--- src/hw/rtl/lmb_pkg.sv ---
// Shared types, constants and helper functions for the line mark bitmap engine.
package lmb_pkg;

    localparam int LINES      = 256;
    localparam int WORD_BITS  = 32;
    localparam int WORDS      = LINES / WORD_BITS;
    localparam int WORD_IDX_W = $clog2(WORDS);
    localparam int BIT_IDX_W  = $clog2(WORD_BITS);
    localparam int LINE_W     = 9;
    localparam int ACTION_W   = 3;
    localparam int POP_W      = BIT_IDX_W + 1;

    localparam logic [LINE_W-1:0] LINES_C = LINE_W'(LINES);

    // Action codes carried in the input word
    typedef enum logic [ACTION_W-1:0] {
        ACT_CLEAR       = 3'd0,
        ACT_SET_RANGE   = 3'd1,
        ACT_COUNT_SET   = 3'd2,
        ACT_COUNT_HOLES = 3'd3,
        ACT_NEXT_HOLE   = 3'd4
    } action_t;

    // Commands from the controller to the datapath
    typedef struct packed {
        logic                  load;
        logic                  step;
        logic [WORD_IDX_W-1:0] word;
        logic                  out_load;
    } lmb_cmd_t;

    // Number of set bits in one bitmap word
    function automatic logic [POP_W-1:0] popcount(input logic [WORD_BITS-1:0] v);
        logic [POP_W-1:0] n;
        n = '0;
        for (int i = 0; i < WORD_BITS; i++) begin
            n = n + POP_W'(v[i]);
        end
        return n;
    endfunction

    // Index of the lowest set bit (zero when none is set)
    function automatic logic [BIT_IDX_W-1:0] lowest_idx(input logic [WORD_BITS-1:0] v);
        logic [BIT_IDX_W-1:0] idx;
        idx = '0;
        for (int i = WORD_BITS - 1; i >= 0; i--) begin
            if (v[i]) begin
                idx = BIT_IDX_W'(i);
            end
        end
        return idx;
    endfunction

endpackage

--- src/hw/rtl/lmb_ctrl.sv ---
// Controller state machine: accepts a word, sequences the word scan, loads the result.
module lmb_ctrl (
    input  logic              aclk,
    input  logic              aresetn,
    input  logic              s_tvalid,
    output logic              s_tready,
    output logic              m_tvalid,
    input  logic              m_tready,
    output lmb_pkg::lmb_cmd_t cmd
);

    typedef enum logic [2:0] {
        ST_IDLE   = 3'b001,
        ST_SCAN   = 3'b010,
        ST_FINISH = 3'b100
    } state_t;

    state_t                         state_reg, state_next;
    logic [lmb_pkg::WORD_IDX_W-1:0] word_reg, word_next;
    logic                           m_tvalid_reg, m_tvalid_next;
    logic                           out_free;
    logic                           accept;

    // Output register may take a new result when empty or being drained
    assign out_free = !m_tvalid_reg || m_tready;
    assign s_tready = (state_reg == ST_IDLE) || ((state_reg == ST_FINISH) && out_free);
    assign accept   = s_tvalid && s_tready;
    assign m_tvalid = m_tvalid_reg;

    // Sequence the scan over the bitmap words
    always_comb begin
        state_next   = state_reg;
        word_next    = word_reg;
        cmd          = '0;
        cmd.word     = word_reg;
        cmd.load     = accept;
        case (state_reg)
            ST_IDLE: begin
                if (accept) begin
                    state_next = ST_SCAN;
                    word_next  = '0;
                end
            end
            ST_SCAN: begin
                cmd.step  = 1'b1;
                word_next = word_reg + 1'b1;
                if (word_reg == lmb_pkg::WORD_IDX_W'(lmb_pkg::WORDS - 1)) begin
                    state_next = ST_FINISH;
                end
            end
            ST_FINISH: begin
                if (out_free) begin
                    cmd.out_load = 1'b1;
                    state_next   = accept ? ST_SCAN : ST_IDLE;
                    word_next    = '0;
                end
            end
            default: begin
                state_next = ST_IDLE;
            end
        endcase
    end

    // Hold the result valid until the receiver takes it
    always_comb begin
        m_tvalid_next = m_tvalid_reg;
        if (cmd.out_load) begin
            m_tvalid_next = 1'b1;
        end else if (m_tready) begin
            m_tvalid_next = 1'b0;
        end
    end

    always_ff @(posedge aclk) begin
        if (!aresetn) begin
            state_reg    <= ST_IDLE;
            word_reg     <= '0;
            m_tvalid_reg <= 1'b0;
        end else begin
            state_reg    <= state_next;
            word_reg     <= word_next;
            m_tvalid_reg <= m_tvalid_next;
        end
    end

endmodule

--- src/hw/rtl/lmb_dp.sv ---
// Datapath: mark bitmap, per-word range masks, counters, hole search and result register.
module lmb_dp (
    input  logic                           aclk,
    input  logic                           aresetn,
    input  lmb_pkg::lmb_cmd_t              cmd,
    input  logic [lmb_pkg::ACTION_W-1:0]   in_action,
    input  logic [lmb_pkg::LINE_W-1:0]     in_range_start,
    input  logic [lmb_pkg::LINE_W-1:0]     in_range_end,
    output logic [lmb_pkg::LINE_W-1:0]     out_line_count,
    output logic                           out_hole_found,
    output logic [lmb_pkg::LINE_W-1:0]     out_hole_start,
    output logic [lmb_pkg::LINE_W-1:0]     out_hole_end
);

    localparam int WB = lmb_pkg::WORD_BITS;
    localparam int LW = lmb_pkg::LINE_W;

    logic [WB-1:0]        bits_reg [lmb_pkg::WORDS];
    lmb_pkg::action_t     act_reg;
    logic [LW-1:0]        start_reg, end_reg;
    logic [LW-1:0]        cnt_reg, cnt_next;
    logic                 found_reg, found_next;
    logic                 ended_reg, ended_next;
    logic [LW-1:0]        hs_reg, hs_next;
    logic [LW-1:0]        he_reg, he_next;
    logic                 carry_reg;
    logic [LW-1:0]        out_cnt_reg, out_hs_reg, out_he_reg;
    logic                 out_found_reg;

    logic [LW-1:0]        end_clip;
    logic [WB-1:0]        cur, in_mask, lt_end, start_bit, prev_m;
    logic [WB-1:0]        holes, cand, stop, lowest, above, stop_hit;
    logic [WB-1:0]        pop_src;
    logic [WB-1:0]        wr_word;
    logic [LW-1:0]        line_of [WB];

    assign end_clip = (in_range_end > lmb_pkg::LINES_C) ? lmb_pkg::LINES_C : in_range_end;

    // Build the range masks for the word under scan
    always_comb begin
        cur = bits_reg[cmd.word];
        for (int i = 0; i < WB; i++) begin
            line_of[i]   = LW'({cmd.word, lmb_pkg::BIT_IDX_W'(i)});
            lt_end[i]    = line_of[i] < end_reg;
            in_mask[i]   = (line_of[i] >= start_reg) && lt_end[i];
            start_bit[i] = line_of[i] == start_reg;
        end
        prev_m  = {cur[WB-2:0], carry_reg};
        holes   = ~cur & (prev_m | start_bit) & in_mask;
        cand    = ~cur & ~prev_m & in_mask;
        stop    = cur | ~lt_end;
        lowest  = cand & (~cand + 1'b1);
        above   = ~(lowest | (lowest - 1'b1));
        stop_hit = stop & above;
        pop_src = (act_reg == lmb_pkg::ACT_COUNT_SET) ? (cur & in_mask) : holes;
    end

    // Advance the count, the hole search or the word write-back by one word; a load resets them
    always_comb begin
        cnt_next   = cnt_reg;
        found_next = found_reg;
        ended_next = ended_reg;
        hs_next    = hs_reg;
        he_next    = he_reg;
        wr_word    = cur;
        if (cmd.load) begin
            cnt_next   = '0;
            found_next = 1'b0;
            ended_next = 1'b0;
            hs_next    = '0;
            he_next    = '0;
        end else if (cmd.step) begin
            case (act_reg)
                lmb_pkg::ACT_CLEAR: begin
                    wr_word = '0;
                end
                lmb_pkg::ACT_SET_RANGE: begin
                    wr_word = cur | in_mask;
                end
                lmb_pkg::ACT_COUNT_SET, lmb_pkg::ACT_COUNT_HOLES: begin
                    cnt_next = cnt_reg + LW'(lmb_pkg::popcount(pop_src));
                end
                lmb_pkg::ACT_NEXT_HOLE: begin
                    if (!found_reg) begin
                        if (|cand) begin
                            found_next = 1'b1;
                            hs_next    = LW'({cmd.word, lmb_pkg::lowest_idx(cand)});
                            if (|stop_hit) begin
                                ended_next = 1'b1;
                                he_next    = LW'({cmd.word, lmb_pkg::lowest_idx(stop_hit)});
                            end
                        end
                    end else if (!ended_reg && (|stop)) begin
                        ended_next = 1'b1;
                        he_next    = LW'({cmd.word, lmb_pkg::lowest_idx(stop)});
                    end
                end
                default: begin
                end
            endcase
        end
    end

    // Bitmap words, cleared at reset
    always_ff @(posedge aclk) begin
        if (!aresetn) begin
            for (int w = 0; w < lmb_pkg::WORDS; w++) begin
                bits_reg[w] <= '0;
            end
        end else if (cmd.step) begin
            bits_reg[cmd.word] <= wr_word;
        end
    end

    // Item registers, scan accumulators and the result register
    always_ff @(posedge aclk) begin
        if (cmd.load) begin
            act_reg   <= lmb_pkg::action_t'(in_action);
            start_reg <= in_range_start;
            end_reg   <= end_clip;
            carry_reg <= 1'b0;
        end else if (cmd.step) begin
            carry_reg <= cur[WB-1];
        end
        cnt_reg   <= cnt_next;
        found_reg <= found_next;
        ended_reg <= ended_next;
        hs_reg    <= hs_next;
        he_reg    <= he_next;
        if (cmd.out_load) begin
            out_cnt_reg   <= cnt_reg;
            out_found_reg <= found_reg;
            out_hs_reg    <= found_reg ? hs_reg : '0;
            out_he_reg    <= found_reg ? (ended_reg ? he_reg : end_reg) : '0;
        end
    end

    assign out_line_count = out_cnt_reg;
    assign out_hole_found = out_found_reg;
    assign out_hole_start = out_hs_reg;
    assign out_hole_end   = out_he_reg;

endmodule

--- src/hw/rtl/line_mark_bitmap_engine.sv ---
// Top level of the line mark bitmap engine: controller, datapath and stream ports.
//
// Keeps one mark bit for each of 256 heap lines and runs one action per input word:
// clear the map, mark a line range, count marked lines, count holes, or find the
// next usable hole at or after a start line.
// Input channel s_*: one word per action; output channel m_*: one result word per
// action, in order.
// Each action walks the eight 32-bit bitmap words, one per cycle, through a single
// read/write port of the bitmap. Once an accepted word has been scanned, its
// result is loaded into the result register that drives m_tdata; a new word is
// taken in the cycle the result is loaded, while the output side keeps up.
// The result register lets the next action scan while an earlier result waits; if
// the receiver holds m_tready low, the finished action waits in its last state and
// s_tready stays low until the result register frees up.
// A synchronous reset (aresetn low) empties both channels and clears every mark bit.
module line_mark_bitmap_engine (
    input  logic        aclk,
    input  logic        aresetn,
    input  logic        s_tvalid,
    output logic        s_tready,
    input  logic [23:0] s_tdata,   // action[2:0], range_start[11:3], range_end[20:12], zero
    output logic        m_tvalid,
    input  logic        m_tready,
    output logic [31:0] m_tdata    // line_count[8:0], hole_found[9], hole_start[18:10],
                                   // hole_end[27:19], zero
);

    localparam int LW = lmb_pkg::LINE_W;
    localparam int AW = lmb_pkg::ACTION_W;

    lmb_pkg::lmb_cmd_t cmd;
    logic [LW-1:0]     line_count, hole_start, hole_end;
    logic              hole_found;

    lmb_ctrl u_ctrl (
        .aclk     (aclk),
        .aresetn  (aresetn),
        .s_tvalid (s_tvalid),
        .s_tready (s_tready),
        .m_tvalid (m_tvalid),
        .m_tready (m_tready),
        .cmd      (cmd)
    );

    lmb_dp u_dp (
        .aclk           (aclk),
        .aresetn        (aresetn),
        .cmd            (cmd),
        .in_action      (s_tdata[AW-1:0]),
        .in_range_start (s_tdata[AW+LW-1:AW]),
        .in_range_end   (s_tdata[AW+2*LW-1:AW+LW]),
        .out_line_count (line_count),
        .out_hole_found (hole_found),
        .out_hole_start (hole_start),
        .out_hole_end   (hole_end)
    );

    // Pack the result word, lowest field first
    assign m_tdata = {4'b0, hole_end, hole_start, hole_found, line_count};

endmodule

--- config.mk ---
export PLATFORM = sky130hd
export DESIGN_NAME = line_mark_bitmap_engine
export DESIGN_NICKNAME = d
export VERILOG_FILES = /design/src/hw/rtl/lmb_pkg.sv /design/src/hw/rtl/lmb_ctrl.sv /design/src/hw/rtl/lmb_dp.sv /design/src/hw/rtl/line_mark_bitmap_engine.sv
export SDC_FILE = /design/constraint.sdc
export NUM_CORES = 1
export LEC_CHECK = 0
export BUFFER_PORTS_ARGS = -buffer_cell sky130_fd_sc_hd__buf_2
export CAP_MARGIN = 20
export CORE_AREA = 5 5 181 201
export CTS_BUF_LIST = sky130_fd_sc_hd__clkbuf_4 sky130_fd_sc_hd__clkbuf_8
export CTS_CLUSTER_DIAMETER = 80
export CTS_CLUSTER_SIZE = 40
export DETAILED_ROUTE_END_ITERATION = 6
export DIE_AREA = 0 0 186 206
export PLACE_DENSITY = 0.76
export SLEW_MARGIN = 20
export SYNTH_ARGS = -nofsm -noshare
export SYNTH_HDL_FRONTEND = slang
export SYNTH_SLANG_ARGS = --single-unit
export TNS_END_PERCENT = 50
--- constraint.sdc ---
create_clock -name aclk -period 12.1 [get_ports aclk]
set_input_delay 1.21 -clock aclk [delete_from_list [all_inputs] [get_ports aclk]]
set_output_delay 1.21 -clock aclk [all_outputs]
set_load 0.02 [all_outputs]
== After elaboration in Yosys (flattened, before gate mapping) ==
Memories as Yosys holds them, arrays and structs flattened. A register that Yosys moved wholly into a read port is not among the register bits.
Index checks and enable logic that the tools add are counted.
Cells by class
  add/subtract/negate cells: 35
  $lt $le $gt $ge: 65
  equal/unequal tests: 44
  muxes and demuxes: 133
  bitwise gates (word level): 17
  reductions and logical operators: 55
Operator list (number)
  $mux W5: 96
  $eq A8 B9 Y1: 32
  $ge A8 B9 Y1: 32
  $lt A8 B9 Y1: 32
  $and A32 B32 Y32: 7
  $add A6 B1 Y6: 30
  $not A32 Y32: 5
  $mux W32: 4
  $or A32 B32 Y32: 4
  $reduce_or A32 Y1: 4
  $pmux W32 S2: 1
  $mux W9: 5
  $logic_and A1 B1 Y1: 35
  $add A32 B1 Y32 const B: 1
  $sub A32 B1 Y32 const B: 1
  $mux W3: 8
  $pmux W3 S3: 2
  $mux W1: 16
  $add A9 B6 Y9: 1
  $eq A3 B2 Y1 const B: 3
  $eq A3 B3 Y1 const B: 3
  $gt A9 B9 Y1 const B: 1
  $eq A3 B1 Y1 const B: 2
  $ne A2 B1 Y1 const B: 3
  15 further kinds: 21
Storage, ports and cells
  register bits after elaboration: 84
  memory bits (writable): 256
  input bits: 28
  memories kept: 1
Memories
  u_dp.bits_reg: words 8, bits a word 32, read ports 1, clocked after Yosys merged registers in 1, write ports 8, RTL line lmb_dp.sv:18  | logic [WB-1:0] bits_reg [lmb_pkg::WORDS];

== Depth between registers and ports, before layout ==
Gate-level depths: netlist (run 1).
  depth after elaboration: 45
  gate-level depth with buffers: 36

== By module ==
Synthesis (run 1) repeated with hierarchy kept, for this count alone.
Second synthesis, totals
  cells, all modules: 1991
  area, all modules: 20236.9 sq um
Modules (own cells, without submodules)
  lmb_dp: times used 1, cells each 1932, area each 19748.9 sq um
  lmb_ctrl: times used 1, cells each 53, area each 446.7 sq um
  line_mark_bitmap_engine: times used 1, cells each 6, area each 41.3 sq um

== Worst setup path before layout (run 1) ==
Ideal clock, no wire load.
  path type: register to register
  start: register u_ctrl.word_reg[2] (netlist bit)
  end: register u_dp.cnt_reg[7]
  library setup time: 161 ps
  arrival: 8253 ps
  slack: 3687 ps
  stages on the path, launching flop included: 34
  buffers on the path: 4
  clock period less this slack: 8413 ps
  path through: dfxtp_1 > ha_1 > o21bai_1 > nor2_1 > buf_2 > buf_1 > clkbuf_1 > buf_1 > nor2_1 > o21ai_0 > a21oi_1 > ha_1 > inv_1 > fa_1 > inv_1 > fa_1 > fa_1 > fa_1 > fa_1 > inv_1 > fa_1 > fa_1 > fa_1 > inv_1 > ha_1 > a21o_1 > a21o_1 > a21o_1 > a21oi_1 > inv_1 > a21oi_1 > nor3b_1 > xnor2_1 > nor2_1
Between the ends
  cells in the longest elaborated chain, start to end: 37
  elaborated cells on any way between the ends: 165
  those cells by class: 32 x add/sub; 64 x order compare; 32 x eq/ne; 1 x mux; 4 x bitwise; 32 x reduce/logical
RTL lines
  from (decl): RTL line lmb_ctrl.sv:19  | logic [lmb_pkg::WORD_IDX_W-1:0] word_reg, word_next;
  from (signal assigned): RTL line lmb_ctrl.sv:81  | word_reg <= word_next;
  branches (longest 4 deep; another with $ge A8 B9 Y1)
  $mux W32 *: RTL line lmb_dp.sv:55  | pop_src = (act_reg == lmb_pkg::ACT_COUNT_SET) ? (cur & in_mask) : holes;
  $add A1 B1 Y2: RTL line lmb_pkg.sv:37  | n = n + POP_W'(v[i]);
  $add A6 B1 Y6 (29 in series): RTL line lmb_pkg.sv:37
  $add A6 B1 Y6 *: RTL line lmb_pkg.sv:37
  $add A9 B6 Y9 *: RTL line lmb_dp.sv:81  | cnt_next = cnt_reg + LW'(lmb_pkg::popcount(pop_src));
  to (signal assigned): RTL line lmb_dp.sv:125  | cnt_reg <= cnt_next;
  to (decl): RTL line lmb_dp.sv:21  | logic [LW-1:0] cnt_reg, cnt_next;
Mark *: on every way between the ends.
A chain may end at the register's enable or synchronous reset.

== Worst setup path in the final report (run 1) ==
  start: register u_ctrl.word_reg[0] (netlist bit)
  end: register u_dp.cnt_reg[7]
Same word-level chain as after synthesis.

==> results of run 1 <==
## worst max-delay path: cells and delay by family, from the launching register on
kind	cells	cell delay (ps)
adder cells (fa/ha/maj)	11	4910
AND/OR/NAND/NOR	6	1590
AO/OA/AOI/OAI	7	1250
flip-flops	1	660
buffers and inverters	6	490
XOR/XNOR	1	180
## metal layers
metal,global-route usage,part of all wire,up-vias
met4,0.1528,0.061,0
met2,0.5181,0.49,871
met1,0.3877,0.37,7615
met5,0,0,-
met3,0.03767,0.077,185
li1,-,-,6934
## worst max path at each step
stage | from | to | depth (start not counted) | slack, ps
after floorplan | u_ctrl.word_reg[2]$_SDFFE_PN0P_ | u_dp.cnt_reg[7]$_SDFFE_PP0P_ | 33 | 3690
after detailed placement | u_ctrl.word_reg[0]$_SDFFE_PN0P_ | u_dp.cnt_reg[7]$_SDFFE_PP0P_ | 31 | 3030
final | u_ctrl.word_reg[0]$_SDFFE_PN0P_ | u_dp.cnt_reg[7]$_SDFFE_PP0P_ | 31 | 2870
after CTS | u_ctrl.word_reg[0]$_SDFFE_PN0P_ | u_dp.cnt_reg[7]$_SDFFE_PP0P_ | 31 | 2920
after global routing | u_ctrl.word_reg[0]$_SDFFE_PN0P_ | u_dp.cnt_reg[7]$_SDFFE_PP0P_ | 31 | 2410
after global placement | u_ctrl.word_reg[0]$_SDFFE_PN0P_ | u_dp.cnt_reg[7]$_SDFFE_PP0P_ | 31 | 3130
## cell families after synthesis
| logic type | Yosys count |
|---|---|
| flops | 342 |
| mux | 127 |
| compound gates | 396 |
| other cells | 1 |
| xor+xnor | 9 |
| simple gates | 777 |
| buf+inv | 179 |
| fa+ha+maj | 49 |
## area by class of cell
type / instances / share of cell area
Sequential cell: 342 / 0.4718
Multi-Input combinational cell: 1363 / 0.4477
Tap cell: 438 / 0.02612
Timing Repair Buffer: 89 / 0.02552
Clock buffer: 16 / 0.01020
Inverter: 56 / 0.01002
Clock inverter: 9 / 0.008647
## through the flow
stage | hold WS, ps | utilization | total power, W | instance area, sq um | std cells
2_1_floorplan | 428.0 | - | 0.001594 | 20130 | 1884
3_3_place_gp | 441.8 | 0.6066 | 0.001694 | 20580 | 2288
3_5_place_dp | 450.6 | 0.6066 | 0.001701 | 20580 | 2288
4_1_cts | 475.7 | 0.6182 | 0.002239 | 20980 | 2313
5_1_grt | 500.1 | 0.6182 | 0.002320 | 20980 | 2313
6_report | 475.7 | 0.6182 | 0.002241 | 20980 | 2313
## power breakdown
group / internal, W / switching [W] / total [W]
clock: 0.000167 / 0.000389 / 0.000556
sequential: 0.00132 / 0.0000243 / 0.00134
combinational: 0.000109 / 0.000234 / 0.000342
total: 0.00159 / 0.000647 / 0.00224
## placed cells by master, fill, tap and decap left out, drive strengths merged, types with 18 or more instances in the layout
cell	Yosys	final
fa	25	25
mux2i	50	50
nand2b	23	23
a21oi	87	87
nand3	43	43
a21o	20	20
o21ai	89	89
edfxtp	304	304
mux2	21	21
a211oi	27	27
nor2	367	367
o211ai	18	18
dfxtp	38	38
nand2	117	117
inv	56	58
buf	42	89
nor2b	37	37
and2	27	27
or2	23	23
mux4	56	56
nor3	49	49
ha	24	24
==> flow_metrics.env, run 1 <==
export IMPL_outcome="finished, final reports clean"
export IMPL_port_buffers=53
export IMPL_die_w_um=186
export IMPL_holdPathStages=2
export IMPL_vias_per_cell=6.747
export IMPL_drt_iter0_drc=1683
export IMPL_die_area_sq_um=38320
export IMPL_min_to="u_dp.hs_reg[2]$_SDFFE_PP0P_"
export IMPL_path_max_fanout=12
export IMPL_slowest_stage="nor3_1"
export IMPL_cap_violations=0
export IMPL_placementRows=71
export IMPL_synth_most_common_cell="nor2_1"
export IMPL_routedWlPerCell_um=25.32
export IMPL_post_route_min_period_ps=9228
export IMPL_period_share=0.7626
export IMPL_drtPass1Iterations=6
export IMPL_synthArstFlopShare=0
export IMPL_dr_total_vias=15610
export IMPL_coreArea_sq_um=33940
export IMPL_clock_sinks=342
export IMPL_max_slew_worst_pin_slew_ps=1085
export IMPL_netlist_top_cells_area="edfxtp_1 45%, nor2_1 6.8%, mux4_2 4.6%"
export IMPL_nets=1944
export IMPL_regArea_sq_um=9898
export IMPL_clockRootBuffer="clkbuf_8"
export IMPL_r2r_cells=31
export IMPL_drcViolationCount=0
export IMPL_synth_mux_area_frac=0.1038
export IMPL_ios=62
export IMPL_leakage_nw=7.496
export IMPL_cts_resized=0
export IMPL_timing_final_ws_setup_ps=2872
export IMPL_routed_wl_mm=58.56
export IMPL_largest_reg_flops=256
export IMPL_synth_seq_cells=342
export IMPL_synth_seq_area_share=0.4917
export IMPL_overflow=0
export IMPL_maxSlewHeadroom=0.2766
export IMPL_gp_congestion=1.010
export IMPL_start_kind="register"
export IMPL_worstPathRequired_ps=12600
export IMPL_tritoncts="yes"
export IMPL_diodes=0
export IMPL_pre_cts_ws_ps=3031
export IMPL_critical_path_arrival_ps=9720
export IMPL_worstReg2RegEnd="u_dp.cnt_reg[7]$_SDFFE_PP0P_"
export IMPL_start_util=0.5927
export IMPL_synthToLayoutAreaGrowth_pct=4.311
export IMPL_grt_max_degree=48
export IMPL_antenna_found_initial=0
export IMPL_worst_path_largest_cell_delay_ps=750
export IMPL_hold_buffers=0
export IMPL_drive_gt1_frac=0.1232
export IMPL_grt_use_total=0.3054
export IMPL_clk_latency_ps=640
export IMPL_setup_tns_ps=0
export IMPL_hold_class="reg -> reg"
export IMPL_clkTransAtPathRegs_ps=220
export IMPL_drv_slew=0
export IMPL_reg2reg_from="u_ctrl.word_reg[0]$_SDFFE_PN0P_"
export IMPL_criticalPathCategory="reg -> reg"
export IMPL_multi_input_area_sq_um=9393
export IMPL_grt_pass1_vias=15240
export IMPL_setup_viol=0
export IMPL_rrSetupSlack_ps=2870
export IMPL_h_tree_depth=1
export IMPL_power_density_nw_per_um2=106.8
export IMPL_dp_hpwl_mm=41.57
export IMPL_endpoint_kind="register"
export IMPL_die_h_um=206
export IMPL_finalHoldViolations=0
export IMPL_yosysTopAreaCellShare=0.4539
export IMPL_vdd_drop_max_mv=0.1570
export IMPL_fin_skew_ps=82.76
export IMPL_postCtsSetupBuffers=0
export IMPL_cts_inserted_buffers=15
export IMPL_yosysTopAreaCell="edfxtp_1"
export IMPL_grt_pass1_wl_mm=89.01
export IMPL_rsz0062_at_grt="no"
export IMPL_cts_max_path_buffers=3
export IMPL_syn_avg_cell_area_sq_um=10.70
export IMPL_yosys_area_share_simple=0.1832
export IMPL_max_freq_mhz=108.4
export IMPL_yosysWarnings=0
export IMPL_synthTopCellsByCount="367 x nor2_1, 304 x edfxtp_1, 117 x nand2_1, 86 x a21oi_1, 81 x clkbuf_1"
export IMPL_synth_top_family_by_area="simple AND/OR/NAND/NOR gates"
export IMPL_synthFlopType="edfxtp_1"
export IMPL_synth_edf_count=304
export IMPL_fillers=2720
export IMPL_syn_area_sq_um=20110
export IMPL_synthAdderAreaFrac=0.03981
export IMPL_synth_cells=1880
export IMPL_synth_cell_types=97
export IMPL_cp_common_cell="fa_1"
export IMPL_ant_nets=0
export IMPL_synth_compound_area_share=0.1347
export IMPL_synthXorXnorAreaFrac=0.003919
export IMPL_min_from="u_dp.hs_reg[2]$_SDFFE_PP0P_"
No activity file was read; power rests on OpenSTA's default activity.
==> run 2: changes to the inputs <==
Clock period 12.1 ns to 8.82 ns, I/O delays scaled along.
==> run 2 against run 1 <==
  * Non-clock buffer count increased by 55
  * Critical path depth decreased by 2
  * Core utilization increased by 1.5 points
  * Power increased by 41%
  * Maximum frequency increased by 10%
  * Register-to-register slack got worse by 2400 ps
  * Sequential cell count unchanged
  * Wire length increased by 5.0%
  * Critical endpoint unchanged
==> flow_metrics.env, run 2 (synthesis gave the netlist of run 1 again) <==
export IMPL_synthToLayoutAreaGrowth_pct=6.824
export IMPL_grt_use_total=0.3215
export IMPL_antenna_found_initial=0
export IMPL_clockRootBuffer="clkbuf_8"
export IMPL_die_area_sq_um=38320
export IMPL_tritoncts="yes"
export IMPL_overflow=0
export IMPL_path_max_fanout=24
export IMPL_outcome="finished, final reports clean"
export IMPL_drv_slew=0
export IMPL_cts_inserted_buffers=16
export IMPL_final_cell_mix="365 x nor2_1, 304 x edfxtp_1, 117 x nand2_1"
export IMPL_vdd_drop_max_mv=0.1644
export IMPL_period_share=0.9492
export IMPL_max_slew_worst_pin_slew_ps=963.3
export IMPL_leakage_nw=7.811
export IMPL_die_w_um=186
export IMPL_dr_total_vias=15800
export IMPL_worst_path_largest_cell_delay_ps=950
export IMPL_grt_pass1_wl_mm=92.80
export IMPL_fin_cells=2371
export IMPL_gp_congestion=1.054
export IMPL_endpoint_kind="register"
export IMPL_fillers=2731
export IMPL_final_common_cell="nor2_1"
export IMPL_routedWlPerCell_um=25.94
export IMPL_max_freq_mhz=119.4
export IMPL_setup_viol=0
export IMPL_clkTransAtPathRegs_ps=190
export IMPL_setup_tns_ps=0
export IMPL_rrSetupSlack_ps=450
export IMPL_maxSlewHeadroom=0.3569
export IMPL_finalHoldViolations=0
export IMPL_criticalPathCategory="reg -> reg"
export IMPL_die_h_um=206
export IMPL_slowest_stage="edfxtp_1"
export IMPL_nets=2000
export IMPL_power_density_nw_per_um2=147.2
export IMPL_grt_max_degree=46
export IMPL_routed_wl_mm=61.50
export IMPL_critical_path_arrival_ps=8870
export IMPL_clkPwrFrac=0.264
export IMPL_drtPass1Iterations=6
export IMPL_cap_violations=0
export IMPL_timing_final_ws_setup_ps=448.0
export IMPL_placedCellCount=2342
export IMPL_fin_skew_ps=58.59
export IMPL_ant_nets=0
export IMPL_pre_cts_ws_ps=496.0
export IMPL_h_tree_depth=1
export IMPL_cp_common_cell="fa_1"
export IMPL_largest_reg_flops=256
export IMPL_grt_pass1_vias=15360
export IMPL_comb_power_share=0.153
export IMPL_dp_hpwl_mm=44.85
export IMPL_hold_class="in -> reg"
export IMPL_start_util=0.5927
export IMPL_clock_sinks=342
export IMPL_fin_util=0.6331
export IMPL_start_kind="register"
export IMPL_drive_gt1_frac=0.1500
export IMPL_power_internal_w=0.002230
export IMPL_power_switching_w=0.0009327
export IMPL_drt_iter0_drc=1951
export IMPL_port_buffers=53
export IMPL_drcViolationCount=0
export IMPL_rsz0062_at_grt="no"
export IMPL_placementRows=71
export IMPL_diodes=0
export IMPL_worstPathRequired_ps=9320
export IMPL_vias_per_cell=6.663
export IMPL_multi_input_area_sq_um=9393
export IMPL_swShare=0.2949
export IMPL_ios=62
export IMPL_cts_max_path_buffers=3
export IMPL_coreArea_sq_um=33940
export IMPL_regArea_sq_um=9899
export IMPL_hold_buffers=0
export IMPL_post_route_min_period_ps=8372
export IMPL_clk_latency_ps=650
export IMPL_seqPwrFrac=0.583
[run 2: cell count changes in the layout (fill, tap and decap cells not counted)]
cell,delta
buf_4,+53
clkbuf_4,-1
inv_16,-1
inv_8,+2
clkinvlp_4,-1
buf_12,+2
clkinv_2,-1
clkinv_4,-1
clkbuf_8,+2
dfxtp_1,-1
dfxtp_2,+1
inv_12,+4
[run 2: path summary, 6_finish.rpt]
path,depth (start not counted),to,from
setup / recovery,29,u_dp.cnt_reg[7]$_SDFFE_PP0P_,u_dp.start_reg[3]$_DFFE_PP_
hold / removal,1,u_dp.act_reg[1]$_DFFE_PP_,s_tdata[1]
setup reg to reg,29,u_dp.cnt_reg[7]$_SDFFE_PP0P_,u_dp.start_reg[3]$_DFFE_PP_
hold reg to reg,2,u_dp.hs_reg[0]$_SDFFE_PP0P_,u_dp.hs_reg[0]$_SDFFE_PP0P_
[run 2: routing by layer]
| layer | vias up | global-route usage | wire length (um) |
|---|---|---|---|
| met1 | 7673 | 0.4150 | 22790 |
| li1 | 7053 | - | - |
| met2 | 883 | 0.5469 | 30190 |
| met5 | - | 0 | 0 |
| met3 | 190 | 0.03080 | 4722 |
| met4 | 0 | 0.1562 | 3797 |
[run 2: critical path, delay by kind of cell, from the launching register on]
family / cells / cell delay (ps)
AND/OR/NAND/NOR: 5 / 820
adder cells (fa/ha/maj): 9 / 4360
buffers and inverters: 7 / 660
AO/OA/AOI/OAI: 7 / 1260
XOR/XNOR: 1 / 160
flip-flops: 1 / 950
[run 2: what timing repair did]
action / 4_1_cts / 5_1_grt
resized for setup: 0 / 1
endpoints found under the setup margin: 0 / 4
buffers inserted: 0 / 1
[run 2: power groups by stage]
stage	Clock [W]	Combinational, W	Sequential, W
floorplan	0	0.000330	0.00186
global placement	0	0.000465	0.00187
detailed placement	0	0.000471	0.00188
CTS	0.000844	0.000474	0.00184
global route	0.000904	0.000520	0.00185
finish	0.000835	0.000485	0.00184
[run 2: metrics by stage]
step	hold slack (ps)	power [W]	cell area, sq um
final	413.2	0.003163	21490
after global routing	369.3	0.003272	21490
after CTS	373.8	0.003160	21480
after detailed placement	448.8	0.002350	21020
after global placement	439.9	0.002338	21020
after floorplan	428.0	0.002187	20130
[run 2: final cells by class]
type,count,area share
sequential,342,0.4607
multi-input combinational,1363,0.4372
timing repair buffer,144,0.04531
tap,438,0.02551
clock buffer,17,0.01089
clock inverter,11,0.01060
inverter,56,0.009783
